**src/design/stfd_pkg.sv**
```systemverilog
// shared types and constants for the sync/type frame decoder
package stfd_pkg;

    localparam int unsigned NUM_SLOTS = 6;
    localparam int unsigned CODE_W    = 8;
    localparam int unsigned LEN_W     = 7;
    localparam int unsigned IDX_W     = 6;
    localparam int unsigned CFG_IDX_W = 3;
    localparam int unsigned CFG_DAT_W = 48;
    localparam int unsigned CODES_W   = NUM_SLOTS * CODE_W;
    localparam int unsigned LENS_W    = NUM_SLOTS * LEN_W;
    localparam int unsigned OUT_W     = 32;

    localparam logic [CFG_IDX_W-1:0] CFG_SYNC_FIRST   = 3'd0;
    localparam logic [CFG_IDX_W-1:0] CFG_SYNC_SECOND  = 3'd1;
    localparam logic [CFG_IDX_W-1:0] CFG_TYPE_CODES   = 3'd2;
    localparam logic [CFG_IDX_W-1:0] CFG_TYPE_LENGTHS = 3'd3;
    localparam logic [CFG_IDX_W-1:0] CFG_ACCEPT_LIMIT = 3'd4;

    localparam logic [7:0]         RST_SYNC_FIRST   = 8'hA5;
    localparam logic [7:0]         RST_SYNC_SECOND  = 8'h5A;
    localparam logic [CODES_W-1:0] RST_TYPE_CODES   = 48'h0605_0403_0201;
    localparam logic [LENS_W-1:0]  RST_TYPE_LENGTHS = '0;
    localparam logic [LEN_W-1:0]   RST_ACCEPT_LIMIT = 7'd32;

    typedef enum logic [2:0] {
        ST_SYNC_A,
        ST_SYNC_B,
        ST_TYPE,
        ST_DATA,
        ST_PRIME,
        ST_REPLAY
    } t_state;

    typedef struct packed {
        logic load_type;
        logic emit_empty;
        logic store_byte;
        logic prime;
        logic rep_load;
    } t_cmd;

    typedef struct packed {
        logic is_sync1;
        logic is_sync2;
        logic type_hit;
        logic len_zero;
        logic data_done;
        logic over_limit;
        logic rep_last;
        logic out_free;
    } t_stat;

endpackage

```
**src/design/stfd_ctrl.sv**
```systemverilog
// frame hunt and replay controller
module stfd_ctrl
    import stfd_pkg::*;
(
    input  logic  i_clk,
    input  logic  i_rst_n,
    input  logic  i_in_valid,
    output logic  o_in_ready,
    input  t_stat i_stat,
    output t_cmd  o_cmd
);

    t_state r_state;
    t_state n_state;
    logic   in_acc;

    assign in_acc = i_in_valid & o_in_ready;

    always_ff @(posedge i_clk) begin
        if (!i_rst_n) begin
            r_state <= ST_SYNC_A;
        end else begin
            r_state <= n_state;
        end
    end

    always_comb begin
        n_state = r_state;
        unique case (r_state)
            ST_SYNC_A: begin
                if (in_acc && i_stat.is_sync1) begin
                    n_state = ST_SYNC_B;
                end
            end
            ST_SYNC_B: begin
                if (in_acc) begin
                    if (i_stat.is_sync2) begin
                        n_state = ST_TYPE;
                    end else if (!i_stat.is_sync1) begin
                        n_state = ST_SYNC_A;
                    end
                end
            end
            ST_TYPE: begin
                if (in_acc) begin
                    if (i_stat.type_hit) begin
                        n_state = i_stat.len_zero ? ST_SYNC_A : ST_DATA;
                    end else begin
                        n_state = i_stat.is_sync1 ? ST_SYNC_B : ST_SYNC_A;
                    end
                end
            end
            ST_DATA: begin
                if (in_acc && i_stat.data_done) begin
                    n_state = i_stat.over_limit ? ST_SYNC_A : ST_PRIME;
                end
            end
            ST_PRIME: begin
                n_state = ST_REPLAY;
            end
            ST_REPLAY: begin
                if (i_stat.out_free && i_stat.rep_last) begin
                    n_state = ST_SYNC_A;
                end
            end
            default: begin
                n_state = ST_SYNC_A;
            end
        endcase
    end

    always_comb begin
        o_in_ready       = 1'b0;
        o_cmd            = '0;
        unique case (r_state)
            ST_SYNC_A, ST_SYNC_B, ST_DATA: begin
                o_in_ready = 1'b1;
            end
            ST_TYPE: begin
                o_in_ready = i_stat.out_free;
            end
            default: begin
                o_in_ready = 1'b0;
            end
        endcase
        o_cmd.load_type  = (r_state == ST_TYPE) && in_acc && i_stat.type_hit
                           && !i_stat.len_zero;
        o_cmd.emit_empty = (r_state == ST_TYPE) && in_acc && i_stat.type_hit
                           && i_stat.len_zero;
        o_cmd.store_byte = (r_state == ST_DATA) && in_acc;
        o_cmd.prime      = (r_state == ST_PRIME);
        o_cmd.rep_load   = (r_state == ST_REPLAY) && i_stat.out_free;
    end

endmodule

```
**src/design/stfd_dpath.sv**
```systemverilog
// config registers, type lookup, payload memory and output register
module stfd_dpath
    import stfd_pkg::*;
#(
    parameter int unsigned MAX_PAYLOAD = 32
) (
    input  logic                 i_clk,
    input  logic                 i_rst_n,
    input  logic                 i_cfg_we,
    input  logic [CFG_IDX_W-1:0] i_cfg_idx,
    input  logic [CFG_DAT_W-1:0] i_cfg_data,
    input  logic [7:0]           i_in_byte,
    input  t_cmd                 i_cmd,
    output t_stat                o_stat,
    input  logic                 i_out_ready,
    output logic                 o_out_valid,
    output logic [7:0]           o_msg_type,
    output logic [LEN_W-1:0]     o_payload_length,
    output logic [IDX_W-1:0]     o_byte_index,
    output logic [7:0]           o_payload_byte,
    output logic                 o_last
);

    localparam int unsigned AW = (MAX_PAYLOAD > 1) ? $clog2(MAX_PAYLOAD) : 1;
    localparam logic [LEN_W-1:0] MAX_LEN = LEN_W'(MAX_PAYLOAD);

    logic [7:0]         r_sync1;
    logic [7:0]         r_sync2;
    logic [CODES_W-1:0] r_codes;
    logic [LENS_W-1:0]  r_lens;
    logic [LEN_W-1:0]   r_limit;

    logic [7:0]       r_held_type;
    logic [LEN_W-1:0] r_exp;
    logic [LEN_W-1:0] r_rcv;
    logic [IDX_W-1:0] r_idx;
    logic [7:0]       r_rd_data;
    logic [7:0]       mem [MAX_PAYLOAD];

    logic             r_out_valid;
    logic [7:0]       r_out_type;
    logic [LEN_W-1:0] r_out_len;
    logic [IDX_W-1:0] r_out_idx;
    logic [7:0]       r_out_byte;
    logic             r_out_last;

    logic             hit;
    logic [LEN_W-1:0] raw_len;
    logic [LEN_W-1:0] sat_len;
    logic [LEN_W-1:0] idx_next;
    logic [AW-1:0]    rd_addr;
    logic             out_free;

    // config registers
    always_ff @(posedge i_clk) begin
        if (!i_rst_n) begin
            r_sync1 <= RST_SYNC_FIRST;
            r_sync2 <= RST_SYNC_SECOND;
            r_codes <= RST_TYPE_CODES;
            r_lens  <= RST_TYPE_LENGTHS;
            r_limit <= RST_ACCEPT_LIMIT;
        end else if (i_cfg_we) begin
            case (i_cfg_idx)
                CFG_SYNC_FIRST:   r_sync1 <= i_cfg_data[7:0];
                CFG_SYNC_SECOND:  r_sync2 <= i_cfg_data[7:0];
                CFG_TYPE_CODES:   r_codes <= i_cfg_data[CODES_W-1:0];
                CFG_TYPE_LENGTHS: r_lens  <= i_cfg_data[LENS_W-1:0];
                CFG_ACCEPT_LIMIT: r_limit <= i_cfg_data[LEN_W-1:0];
                default: ;
            endcase
        end
    end

    // lowest matching slot wins
    always_comb begin
        hit     = 1'b0;
        raw_len = '0;
        for (int s = NUM_SLOTS - 1; s >= 0; s--) begin
            if (r_codes[CODE_W*s +: CODE_W] == i_in_byte) begin
                hit     = 1'b1;
                raw_len = r_lens[LEN_W*s +: LEN_W];
            end
        end
    end

    assign sat_len  = (raw_len > MAX_LEN) ? MAX_LEN : raw_len;
    assign idx_next = {1'b0, r_idx} + LEN_W'(1);
    assign rd_addr  = i_cmd.prime ? '0 : idx_next[AW-1:0];
    assign out_free = !r_out_valid || i_out_ready;

    always_comb begin
        o_stat            = '0;
        o_stat.is_sync1   = (i_in_byte == r_sync1);
        o_stat.is_sync2   = (i_in_byte == r_sync2);
        o_stat.type_hit   = hit;
        o_stat.len_zero   = (sat_len == '0);
        o_stat.data_done  = ((r_rcv + LEN_W'(1)) == r_exp);
        o_stat.over_limit = (r_exp > r_limit);
        o_stat.rep_last   = (idx_next == r_exp);
        o_stat.out_free   = out_free;
    end

    // frame counters
    always_ff @(posedge i_clk) begin
        if (!i_rst_n) begin
            r_held_type <= '0;
            r_exp       <= '0;
            r_rcv       <= '0;
            r_idx       <= '0;
        end else begin
            if (i_cmd.load_type) begin
                r_held_type <= i_in_byte;
                r_exp       <= sat_len;
                r_rcv       <= '0;
            end else if (i_cmd.store_byte) begin
                r_rcv <= r_rcv + LEN_W'(1);
            end
            if (i_cmd.prime) begin
                r_idx <= '0;
            end else if (i_cmd.rep_load) begin
                r_idx <= idx_next[IDX_W-1:0];
            end
        end
    end

    // payload memory
    always_ff @(posedge i_clk) begin
        if (i_cmd.store_byte) begin
            mem[r_rcv[AW-1:0]] <= i_in_byte;
        end
    end

    always_ff @(posedge i_clk) begin
        if (i_cmd.prime || i_cmd.rep_load) begin
            r_rd_data <= mem[rd_addr];
        end
    end

    // output register
    always_ff @(posedge i_clk) begin
        if (!i_rst_n) begin
            r_out_valid <= 1'b0;
        end else if (i_cmd.emit_empty || i_cmd.rep_load) begin
            r_out_valid <= 1'b1;
        end else if (i_out_ready) begin
            r_out_valid <= 1'b0;
        end
    end

    always_ff @(posedge i_clk) begin
        if (i_cmd.emit_empty) begin
            r_out_type <= i_in_byte;
            r_out_len  <= '0;
            r_out_idx  <= '0;
            r_out_byte <= '0;
            r_out_last <= 1'b1;
        end else if (i_cmd.rep_load) begin
            r_out_type <= r_held_type;
            r_out_len  <= r_exp;
            r_out_idx  <= r_idx;
            r_out_byte <= r_rd_data;
            r_out_last <= (idx_next == r_exp);
        end
    end

    assign o_out_valid      = r_out_valid;
    assign o_msg_type       = r_out_type;
    assign o_payload_length = r_out_len;
    assign o_byte_index     = r_out_idx;
    assign o_payload_byte   = r_out_byte;
    assign o_last           = r_out_last;

endmodule

```
**src/design/sync_type_frame_decoder_core.sv**
```systemverilog
// top level of the two-byte sync / type / length frame decoder
// The decoder takes one received byte per word on the slave stream and
// hunts for the sync pair, looks the type byte up in six programmable slots
// and collects the payload into an internal memory of MAX_PAYLOAD bytes.
// While waiting for the sync pair and collecting payload it accepts one byte
// per cycle; the type byte of a frame is taken only when the output register
// is free or being drained. After the last payload byte of an accepted
// frame the input is held off during replay: the prime state loads the
// payload memory's registered read port, then one result word leaves per
// cycle, fewer when the master side stalls. Frames longer than accept_limit
// are dropped without replay. The user must write configuration via i_cfg_we /
// i_cfg_idx / i_cfg_data only while idle, which the block does not enforce.
module sync_type_frame_decoder_core
    import stfd_pkg::*;
#(
    parameter int unsigned MAX_PAYLOAD = 32
) (
    input  logic                 i_clk,
    input  logic                 i_rst_n,
    input  logic                 i_cfg_we,
    input  logic [CFG_IDX_W-1:0] i_cfg_idx,
    input  logic [CFG_DAT_W-1:0] i_cfg_data,
    input  logic                 s_axis_tvalid,
    output logic                 s_axis_tready,
    input  logic [7:0]           s_axis_tdata,  // in_byte
    output logic                 m_axis_tvalid,
    input  logic                 m_axis_tready,
    // msg_type, payload_length, byte_index, payload_byte, zero pad
    output logic [OUT_W-1:0]     m_axis_tdata,
    output logic                 m_axis_tlast   // last
);

    t_cmd             cmd;
    t_stat            stat;
    logic [7:0]       msg_type;
    logic [LEN_W-1:0] payload_length;
    logic [IDX_W-1:0] byte_index;
    logic [7:0]       payload_byte;

    stfd_ctrl u_ctrl (
        .i_clk      (i_clk),
        .i_rst_n    (i_rst_n),
        .i_in_valid (s_axis_tvalid),
        .o_in_ready (s_axis_tready),
        .i_stat     (stat),
        .o_cmd      (cmd)
    );

    stfd_dpath #(
        .MAX_PAYLOAD (MAX_PAYLOAD)
    ) u_dpath (
        .i_clk            (i_clk),
        .i_rst_n          (i_rst_n),
        .i_cfg_we         (i_cfg_we),
        .i_cfg_idx        (i_cfg_idx),
        .i_cfg_data       (i_cfg_data),
        .i_in_byte        (s_axis_tdata),
        .i_cmd            (cmd),
        .o_stat           (stat),
        .i_out_ready      (m_axis_tready),
        .o_out_valid      (m_axis_tvalid),
        .o_msg_type       (msg_type),
        .o_payload_length (payload_length),
        .o_byte_index     (byte_index),
        .o_payload_byte   (payload_byte),
        .o_last           (m_axis_tlast)
    );

    assign m_axis_tdata = {3'b000, payload_byte, byte_index, payload_length, msg_type};

endmodule
```
**config.mk**
```make
export PLATFORM = sky130hd
export DESIGN_NAME = sync_type_frame_decoder_core
export DESIGN_NICKNAME = d
export VERILOG_FILES = /design/src/design/stfd_pkg.sv /design/src/design/stfd_ctrl.sv /design/src/design/stfd_dpath.sv /design/src/design/sync_type_frame_decoder_core.sv
export SDC_FILE = /design/constraint.sdc
export NUM_CORES = 1
export LEC_CHECK = 0
export BUFFER_PORTS_ARGS = -buffer_cell sky130_fd_sc_hd__buf_2
export CORE_UTILIZATION = 40
export CTS_BUF_LIST = sky130_fd_sc_hd__clkbuf_2 sky130_fd_sc_hd__clkbuf_4 sky130_fd_sc_hd__clkbuf_8
export CTS_CLUSTER_DIAMETER = 50
export DETAILED_ROUTE_END_ITERATION = 6
export GPL_ROUTABILITY_DRIVEN = 0
export PLACE_DENSITY = 0.62
export SLEW_MARGIN = 30
export SYNTH_ARGS = -nofsm -noshare
export SYNTH_HDL_FRONTEND = slang
export SYNTH_SLANG_ARGS = --single-unit
```
**constraint.sdc**
```tcl
create_clock -name i_clk -period 4.39 [get_ports i_clk]
set_clock_uncertainty 0.1 [all_clocks]
set_input_delay 0.6585 -clock i_clk [delete_from_list [all_inputs] [get_ports i_clk]]
set_output_delay 0.6585 -clock i_clk [all_outputs]
set_load 0.01 [all_outputs]
```
* After elaboration in Yosys (flattened, before gate mapping)
Memories as Yosys holds them, arrays and structs flattened. A register that Yosys moved wholly into a read port is not among the register bits. Cells that the tools add are included. W data, S select, Z words.
Word-level totals: register bits after elaboration 175, RAM bits 256, word-level logic and storage cells 109, memories 1
Cells by class: add/subtract/negate cells 2, magnitude comparators 2, equality and inequality tests 25, muxes and demuxes 33, bitwise gates (word level) 2, reduce and logical (&&, ||, !) cells 28
Memories:
- u_dpath.mem | words 32, width 8, read ports 1, clocked after memory_dff 1, wr ports 1, RTL line stfd_dpath.sv:38 | logic [7:0] mem [MAX_PAYLOAD];
Operators with widths (count):
- $eq A8 B8 Y1 | 8
- $mux W7 | 7
- $mux W3 | 9
- $pmux W3 S6 | 1
- $mux W8 | 2
- $eq A7 B7 Y1 | 2
- $eq A3 B2 Y1 const B | 4
- $mux W1 | 11
- $ne A2 B1 Y1 const B | 5
- $reduce_and A2 Y1 | 5
- $eq A3 B3 Y1 const B | 3
- $logic_and A1 B1 Y1 | 9
- $add A6 B1 Y7 const B | 1
- $add A7 B1 Y7 const B | 1
- $gt A7 B6 Y1 const B | 1
- $gt A7 B7 Y1 | 1
- $logic_not A7 Y1 | 1
- $eq A3 B1 Y1 const B | 2
- $logic_not A3 Y1 | 2
- $reduce_and A6 Y1 | 1
- $mux W5 | 1
- $reduce_bool A2 Y1 | 2
- $reduce_or A2 Y1 | 2
- $logic_or A1 B1 Y1 | 3
- 7 further kinds | 8

* Logic depth before layout (Yosys ltp)
Gate-level depths: netlist of the first run.
depth in word-level cells 14, gate-level depth with buffers 12, depth with buffers taken out 10

* Cells and area by module
A second synthesis of the first run with hierarchy kept.
Second synthesis, totals: cell total of the unflattened synthesis 1710, area, all modules 18923.1 um^2
By module, submodules not included:
- stfd_dpath | instances 1, cells each 1666, area each 18601.6 um^2, sequential area each 11451.0 um^2
- stfd_ctrl | instances 1, cells each 40, area each 295.3 um^2, sequential area each 60.1 um^2
- sync_type_frame_decoder_core | instances 1, cells each 4, area each 26.3 um^2, sequential area each 0.0 um^2

* Worst setup path after synthesis of the first run
OpenSTA, ideal clock, no wires.
kind input to register, start input port s_axis_tdata[6], end register u_dpath.r_out_type[3], in the netlist u_dpath.o_msg_type[3], data pin, library setup time 0.260 ns, arrival time 3.266 ns, path slack 0.764 ns, stages 10, path buffers 2, cells stage by stage buf_6 > xor2_1 > nor4_2 > a211oi_2 > a2111oi_2 > o31ai_1 > or4b_4 > nor3_4 > buf_4 > mux2_2
Between the ends: cells in the longest elaborated chain, start to end 12, elaborated cells between the ends (all ways) 24
Ends and longest elaborated chain:
- from (decl) | RTL line sync_type_frame_decoder_core.sv:25 | input logic [7:0] s_axis_tdata,
- $eq A8 B8 Y1 | RTL line stfd_dpath.sv:79 | if (r_codes[CODE_W*s +: CODE_W] == i_in_byte) begin
- $mux W7 (6 in series) | RTL line stfd_dpath.sv:79
- $gt A7 B6 Y1 | RTL line stfd_dpath.sv:86 | assign sat_len = (raw_len > MAX_LEN) ? MAX_LEN : raw_len;
- $mux W7 | RTL line stfd_dpath.sv:86
- $logic_not A7 Y1 | RTL line stfd_dpath.sv:96 | o_stat.len_zero = (sat_len == '0);
- $logic_and A1 B1 Y1 (*) | RTL line stfd_ctrl.sv:89 | && i_stat.len_zero;
- $mux W8 (*) | RTL line stfd_dpath.sv:151 | if (i_cmd.emit_empty) begin
- to (signal assigned) | RTL line stfd_dpath.sv:152 | r_out_type <= i_in_byte;
- to (signal assigned) | RTL line stfd_dpath.sv:158 | r_out_type <= r_held_type;
- to (decl) | RTL line stfd_dpath.sv:41 | logic [7:0] r_out_type;
Mark *: on every way between the ends. The rest lies on a longest branch, timed or not. A chain may end at the register's enable or synchronous reset.

==> impl_results.md, run 1 <==
* Status: finished with violations
* Failing checks: design-rule violations
* Final Hold Fails at 0
* Initial antenna violation count at 2
* Worst-Skew Late Latency at 0.62 ns
* I/O Pins at 99
* Most frequent cells in the layout: nand2_1 (377), edfxtp_1 (272), dfxtp_1 (166), a21oi_1 (157), buf_2 (95)
* Starting DRT DRC Count at 1245
* Setup_tns at 0 ns
* Hold Path Class: in2reg
* Max Slew Vio Count at 0
* CTS Buffer Depth at 3
* Post-synth ARST share at 0%
* Worst Reg-to-Reg Cells at 10
* Largest cells by area after synthesis: edfxtp_1 (43%), dfxtp_1 (18%), nand2_1 (7.5%)
* #FFs+latches synth at 439
* Leakage at 7.365 nW
* Nets@finish at 1897
* Pwr Density at 391.6 nW/um^2
* Top Usage Layer GRT: met2
* Die W at 219.8 um
* FMAX at 0.2793 GHz
* Crit Path Class: reg2reg
* Req. time, crit path at 4.83 ns
* Hold_buf cts at 0
* Share of cells above drive strength 1 at 16.97%
* DRT Pass-1 Iters at 7
* DRT Wirelength at 52440 um
* Setup bufs post-CTS at 0
* Via count at 13830
* Worst vdd ir at 0.2312 mV
* H-tree Lvls at 3
* Post-route cell area at 21470 um^2
* Hold Startpoint: i_cfg_data[42]
* M3 GR Usage at 3.533%
* Fin crit share at 81.56%
* Maxcap violations at 0
* DP Area at 19940 um^2
* Port bufs at 95
* Rows at 79
* Top FF cell, synth: edfxtp_1
* Root buffer cell: clkbuf_8
* Clock sinks at 439
* Reg clk slew, reported paths at 0.06 ns
* Fin crit period at 3.581 ns
* Crit path max fanout at 15
* Unrepaired setup endpoints after global routing: false
* Filler Cell Count at 4305
* Num CTS Buffers at 74
* Arr. time, crit path at 4.02 ns
* Cell Count, Final, Fillers Out at 2488
* Synthesized netlist cell count at 1744
* Worst Tran Pin Value at 0.9827 ns
* Yosys cell types at 70
* Die Y at 219.8 um
* Post-DR vias/cell at 5.559
* GRT overflow at 0
* Number of synthesis warnings at 0
* Largest stage delay, worst path at 0.60 ns
* Initial Util at 40.66%
* Placed cells at 2352
* Rel. slew slack at 34.49%
* Post-DP HPWL at 33880 um
* Post-route ant nets at 0
* Synth top area share at 43.06%
* Setup violators final at 0
* PostCTS Resize Cnt at 0
* Delay-heaviest family, CP: compound AO/OA/AOI/OAI gates
* Hold Path End: u_dpath.r_codes[42]
* First-pass GRT wire length at 79440 um
* Multi-input logic area at 6858 um^2
* Met1 Use GR at 27.96%
* RR Endpoint: u_dpath.r_held_type[6]
* Die area at 48300 um^2
* R2R setup slack at 0.81 ns
* Syn avg cell area at 10.88 um^2
* Most common cell after layout, fill and taps aside: nand2_1
* TritonCTS clock tree: built
* Area Overhead vs Synth at 13.20%
* Largest net degree at the start of global routing at 89
* Routed len/inst at 21.08 um
* Worst reg2reg startpoint: u_dpath.r_idx[1]
* Crit. End Element: register
* Register Area at 11510 um^2
* Worst hold path depth at 3
* Startpoint Class: register
* Core area at 46650 um^2
* Post-synthesis instance area at 18970 um^2
* Sequential share of the synthesized area at 60.68%
* CP bufs+invs at 1
* Area leader, netlist: edfxtp_1
* CP cell instances: ha_2 > nand3_1 > xor2_1 > xnor2_1 > or4_1 > o21a_1 > a211oi_2 > o31a_1 > buf_4 > mux2i_1
* Number of global-route vias before repair at 13490
* Critical path's slowest cell: xor2_1
* EDFF count, synth at 272
* # DRC at 22
* Gr usage total at 21.82%
* Met2 Use GR at 36.16%
metrics by stage:
step,worst slack (ns),hold slack [ns],power [mW],utilization (%)
global route,0.5898,0.1663,8.668,46.02
CTS,0.8030,0.1382,8.470,46.01
detailed placement,0.2446,0.3459,4.766,42.74
global placement,0.3611,0.3393,4.761,42.74
floorplan,0.7643,0.3319,4.632,-
finish,0.8093,0.1781,8.409,46.03
per-layer routing:
metal | vias up | wire [um]
met5 | - | 13
met4 | 2 | 2062
met3 | 124 | 3164
met2 | 508 | 25580
met1 | 6766 | 21630
li1 | 6430 | -
worst max-delay path by stage:
stage / endpoint / cells after the start / startpoint
global route: u_dpath.r_held_type[7] / 10 / u_dpath.r_idx[1]
floorplan: u_dpath.o_msg_type[3] / 10 / s_axis_tdata[6]
finish: u_dpath.r_held_type[6] / 10 / u_dpath.r_idx[1]
global placement: u_dpath.o_msg_type[0] / 9 / s_axis_tdata[6]
CTS: u_dpath.r_held_type[7] / 10 / u_dpath.r_idx[1]
detailed placement: u_dpath.o_msg_type[3] / 9 / s_axis_tdata[6]
where the power goes:
part           switching [mW]  total, mW  internal (mW)
registers              0.0208       4.42           4.40
clock network            1.66       3.73           2.07
logic                   0.184      0.264         0.0801
total                    1.86       8.41           6.55
flip-flops by register name (all words and copies together) (netlist names), 8 cells and up:
register,cells
u_dpath.mem,256
u_dpath.o_msg_type,8
u_dpath.o_payload_byte,8
u_dpath.r_codes,48
u_dpath.r_held_type,8
u_dpath.r_lens,42
u_dpath.r_rd_data,8
u_dpath.r_sync1,8
u_dpath.r_sync2,8
worst min-delay path: stages:
cell	delay [ns]
buf_2	0.07
nand2_1	0.05
nand3_1	0.07
cells by family after synthesis:
group,count (synthesis),synth area share [%]
buffers and inverters,147,3.450
other,1,0.01977
multiplexers,58,3.713
adder cells (fa/ha/maj),12,0.7915
AND/OR/NAND/NOR,645,15.15
flip-flops,439,60.68
AO/OA/AOI/OAI,350,11.95
XOR/XNOR,92,4.248
cells in the mapped netlist, drive strengths merged, types with 3 or more instances:
cell type and n:
buf 29, a2111oi 7, or2 7, ha 12, a21oi 157, o311ai 6, a211oi 14, nor3 25
nand3 41, o22ai 13, a311oi 14, a211o 5, or3b 3, nor2 89, nand4 15, a21o 3
a32o 5, nand3b 3, xnor2 56, a31o 3, and2 8, a31oi 13, nand2 378, inv 19
a221oi 11, nor4 7, o31ai 6, nand2b 3, o221ai 5, edfxtp 272, and3 21, o211ai 31
mux2i 31, o21ai 36, nor3b 5, or3 29, xor2 36, mux4 8, mux2 19, clkbuf 99
o41a 3, nor2b 7, dfxtp 167, a22oi 4
cell type report:
type	instances	share of cell area [%]
Clock buffer	112	6.421
Timing Repair Buffer	127	3.449
Sequential cell	439	53.61
Inverter	19	0.3380
Multi-Input combinational cell	1160	31.94
Antenna cell	1	0.01165
Tap cell	607	3.537
Clock inverter	23	0.6934
(Power assumes the default switching activity.)
==> run 2, diff against run 1 <==
==> constraint.sdc (replaced) <==
create_clock -name i_clk -period 3.6 [get_ports i_clk]
set_clock_uncertainty 0.1 [all_clocks]
set_input_delay 0.54 -clock i_clk [delete_from_list [all_inputs] [get_ports i_clk]]
set_output_delay 0.54 -clock i_clk [all_outputs]
set_load 0.01 [all_outputs]
==> run 2 against run 1 <==
  * The run still ends with design-rule violations left
  * Largest cell class unchanged
  * Utilization grew 1.1 points
  * Critical endpoint is now u_dpath.o_msg_type[3]
  * Sequential power grew 22%
  * Non-clock buffer count grew 60
==> impl_results.md, run 2 (same netlist as run 1, synthesis figures left out) <==
* Status: finished with violations
* Failing checks: design-rule violations
* # diodes at 0 (-1)
* Max Slew Vio Count at 0 (unchanged)
* Rel. slew slack at 36.10% (+1.6 points)
* RR Endpoint: u_dpath.o_msg_type[3]
* Worst hold path depth at 3 (unchanged)
* Startpoint Class: register
* Worst vdd ir at 0.3008 mV (+30%)
* Crit. End Element: register
* Hold Path End: u_dpath.r_codes[45]
* Req. time, crit path at 3.86 ns (-0.97 ns)
* Initial antenna violation count at 0 (-2)
* Setup violators final at 0 (unchanged)
* DRT Pass-1 Iters at 7 (unchanged)
* FMAX at 0.3016 GHz (+8.0%)
* Worst Tran Pin Value at 0.9585 ns (-0.02419 ns)
* Clock share of power at 44.1% (-0.2 points)
* Fin crit share at 92.10% (+11 points)
* Reg power frac at 52.5% (about the same)
* Hold Path Class: in2reg
* Rows at 79 (unchanged)
* WHS at 0.05254 ns (-0.1255 ns)
* Gr usage total at 22.00% (+0.18 points)
* Post-DR vias/cell at 5.487 (-1.3%)
* Most common cell after layout, fill and taps aside: nand2_1
* Post-DP HPWL at 34440 um (+1.6%)
* Post-route cell area at 21980 um^2 (+2.4%)
* Area Overhead vs Synth at 15.89%
* Root buffer cell: clkbuf_8
* Starting DRT DRC Count at 1024 (-18%)
* Die W at 219.8 um (unchanged)
* Largest net degree at the start of global routing at 90 (+1.1%)
* Crit. Startpoint: u_dpath.r_codes[36]
* TritonCTS clock tree: built
* DRT Wirelength at 52660 um (+0.41%)
* Num CTS Buffers at 72 (-2.7%)
* Final Hold Fails at 0 (unchanged)
* Arr. time, crit path at 3.58 ns (-0.44 ns)
* GRT overflow at 0 (unchanged)
* Core area at 46650 um^2 (unchanged)
* Share of cells above drive strength 1 at 19.14% (+2.2 points)
* Net Switching at 2.253 mW (+21%)
* Net Sw Frac at 21.97% (-0.16 points)
* Die Y at 219.8 um (unchanged)
* R2R setup slack at 0.28 ns (-0.52 ns)
* Maxcap violations at 0 (unchanged)
* Comb power frac at 3.5% (+0.4 points)
* CTS Buffer Depth at 3 (unchanged)
* Post-route ant nets at 0 (unchanged)
* Worst Reg-to-Reg Cells at 10 (unchanged)
* Initial Util at 40.66% (unchanged)
* Port bufs at 95 (unchanged)
* Setup_tns at 0 ns (unchanged)
* Worst-Skew Late Latency at 0.64 ns (+0.02 ns)
* Cell Count, Final, Fillers Out at 2540 (+2.1%)
* Reg clk slew, reported paths at 0.06 ns (about the same)
* Hold Startpoint: i_cfg_data[45]
* DP Area at 20480 um^2 (+2.7%)
* Routed len/inst at 20.73 um (-1.6%)
* # DRC at 12 (-45%)
* H-tree Lvls at 3 (unchanged)
* Leakage at 7.676 nW (+4.2%)
* Most frequent cells in the layout: nand2_1 (378), edfxtp_1 (272), dfxtp_1 (166), a21oi_1 (157), buf_2 (95)
* Via count at 13940 (+0.78%)
* Pwr Density at 466.5 nW/um^2 (+19%)
* Unrepaired setup endpoints after global routing: false
* Fin crit period at 3.316 ns (-0.2652 ns)
* Crit path max fanout at 11 (-4)
* Placed cells at 2411 (+2.5%)
* Int Pwr at 8.002 mW (+22%)
* Worst reg2reg startpoint: u_dpath.r_codes[36]
* Number of global-route vias before repair at 13560 (+0.51%)
* Nets@finish at 1955 (+3.1%)
* Filler Cell Count at 4321 (+0.37%)
* First-pass GRT wire length at 79740 um (+0.37%)
* Crit Path Class: reg2reg
* I/O Pins at 99 (unchanged)
* Clock sinks at 439 (unchanged)
* Max FFs per register at 256 (unchanged)
* Die area at 48300 um^2 (unchanged)
==> run 2: worst max path at each step <==
stage                              to  cells past startpoint  slack [ns]
6_report        u_dpath.o_msg_type[3]                     10        0.28
5_1_grt         u_dpath.o_msg_type[5]                     10        0.17
4_1_cts        u_dpath.r_held_type[5]                     10        0.21
3_5_place_dp    u_dpath.o_msg_type[5]                     11       -0.14
3_3_place_gp    u_dpath.o_msg_type[2]                     12       -0.06
2_1_floorplan   u_dpath.o_msg_type[3]                     10        0.09
==> run 2: per-stage QoR <==
stage | util (%) | power [mW] | worst slack (ns)
global route | 47.12 | 10.57 | 0.1665
detailed placement | 43.90 | 5.842 | -0.1435
CTS | 47.10 | 10.32 | 0.2139
floorplan | - | 5.649 | 0.09281
global placement | 43.90 | 5.837 | -0.05893
finish | 47.12 | 10.26 | 0.2845
==> run 2: area by class of cell <==
cell class | instances | area, um^2 | share of cell area, %
Sequential cell | 439 | 11510 | 52.37
Multi-Input combinational cell | 1160 | 6863 | 31.22
Clock buffer | 105 | 1295 | 5.891
Timing Repair Buffer | 187 | 1294 | 5.885
Tap cell | 607 | 759.5 | 3.455
Clock inverter | 23 | 187.7 | 0.8537
Inverter | 19 | 72.57 | 0.3301
==> run 2: timing repair <==
item | CTS | global route
hold endpoints to repair | 1 | 0
resized for setup | 0 | 1
buffers inserted | 0 | 0
endpoints found under the setup margin | 0 | 1
hold buffers | 1 | 0
==> run 2: per-layer routing <==
layer	vias up	routed length [um]	GRT usage, %
li1	6543	-	-
met1	6809	22030	28.36
met2	457	25650	36.36
met3	129	3129	4.099
met4	0	1845	8.805
met5	-	0	0
==> run 2: power groups by stage <==
| stage | combinational (mW) | sequential [mW] | clock [mW] |
|---|---|---|---|
| floorplan | 0.168 | 5.48 | 0 |
| global placement | 0.348 | 5.49 | 0 |
| CTS | 0.355 | 5.38 | 4.59 |
| finish | 0.354 | 5.38 | 4.52 |
| detailed placement | 0.353 | 5.49 | 0 |
| global route | 0.383 | 5.38 | 4.80 |
==> run 2: worst max-delay path, cell delays in order, from the launching register on <==
cell       delay [ns]
dfxtp_1          0.41
xor2_1           0.21
nor4_2           0.08
buf_4            0.14
and2_0           0.23
a2111oi_0        0.50
a211o_1          0.23
or4b_4           0.50
nor3_4           0.17
buf_12           0.16
mux2_2           0.34
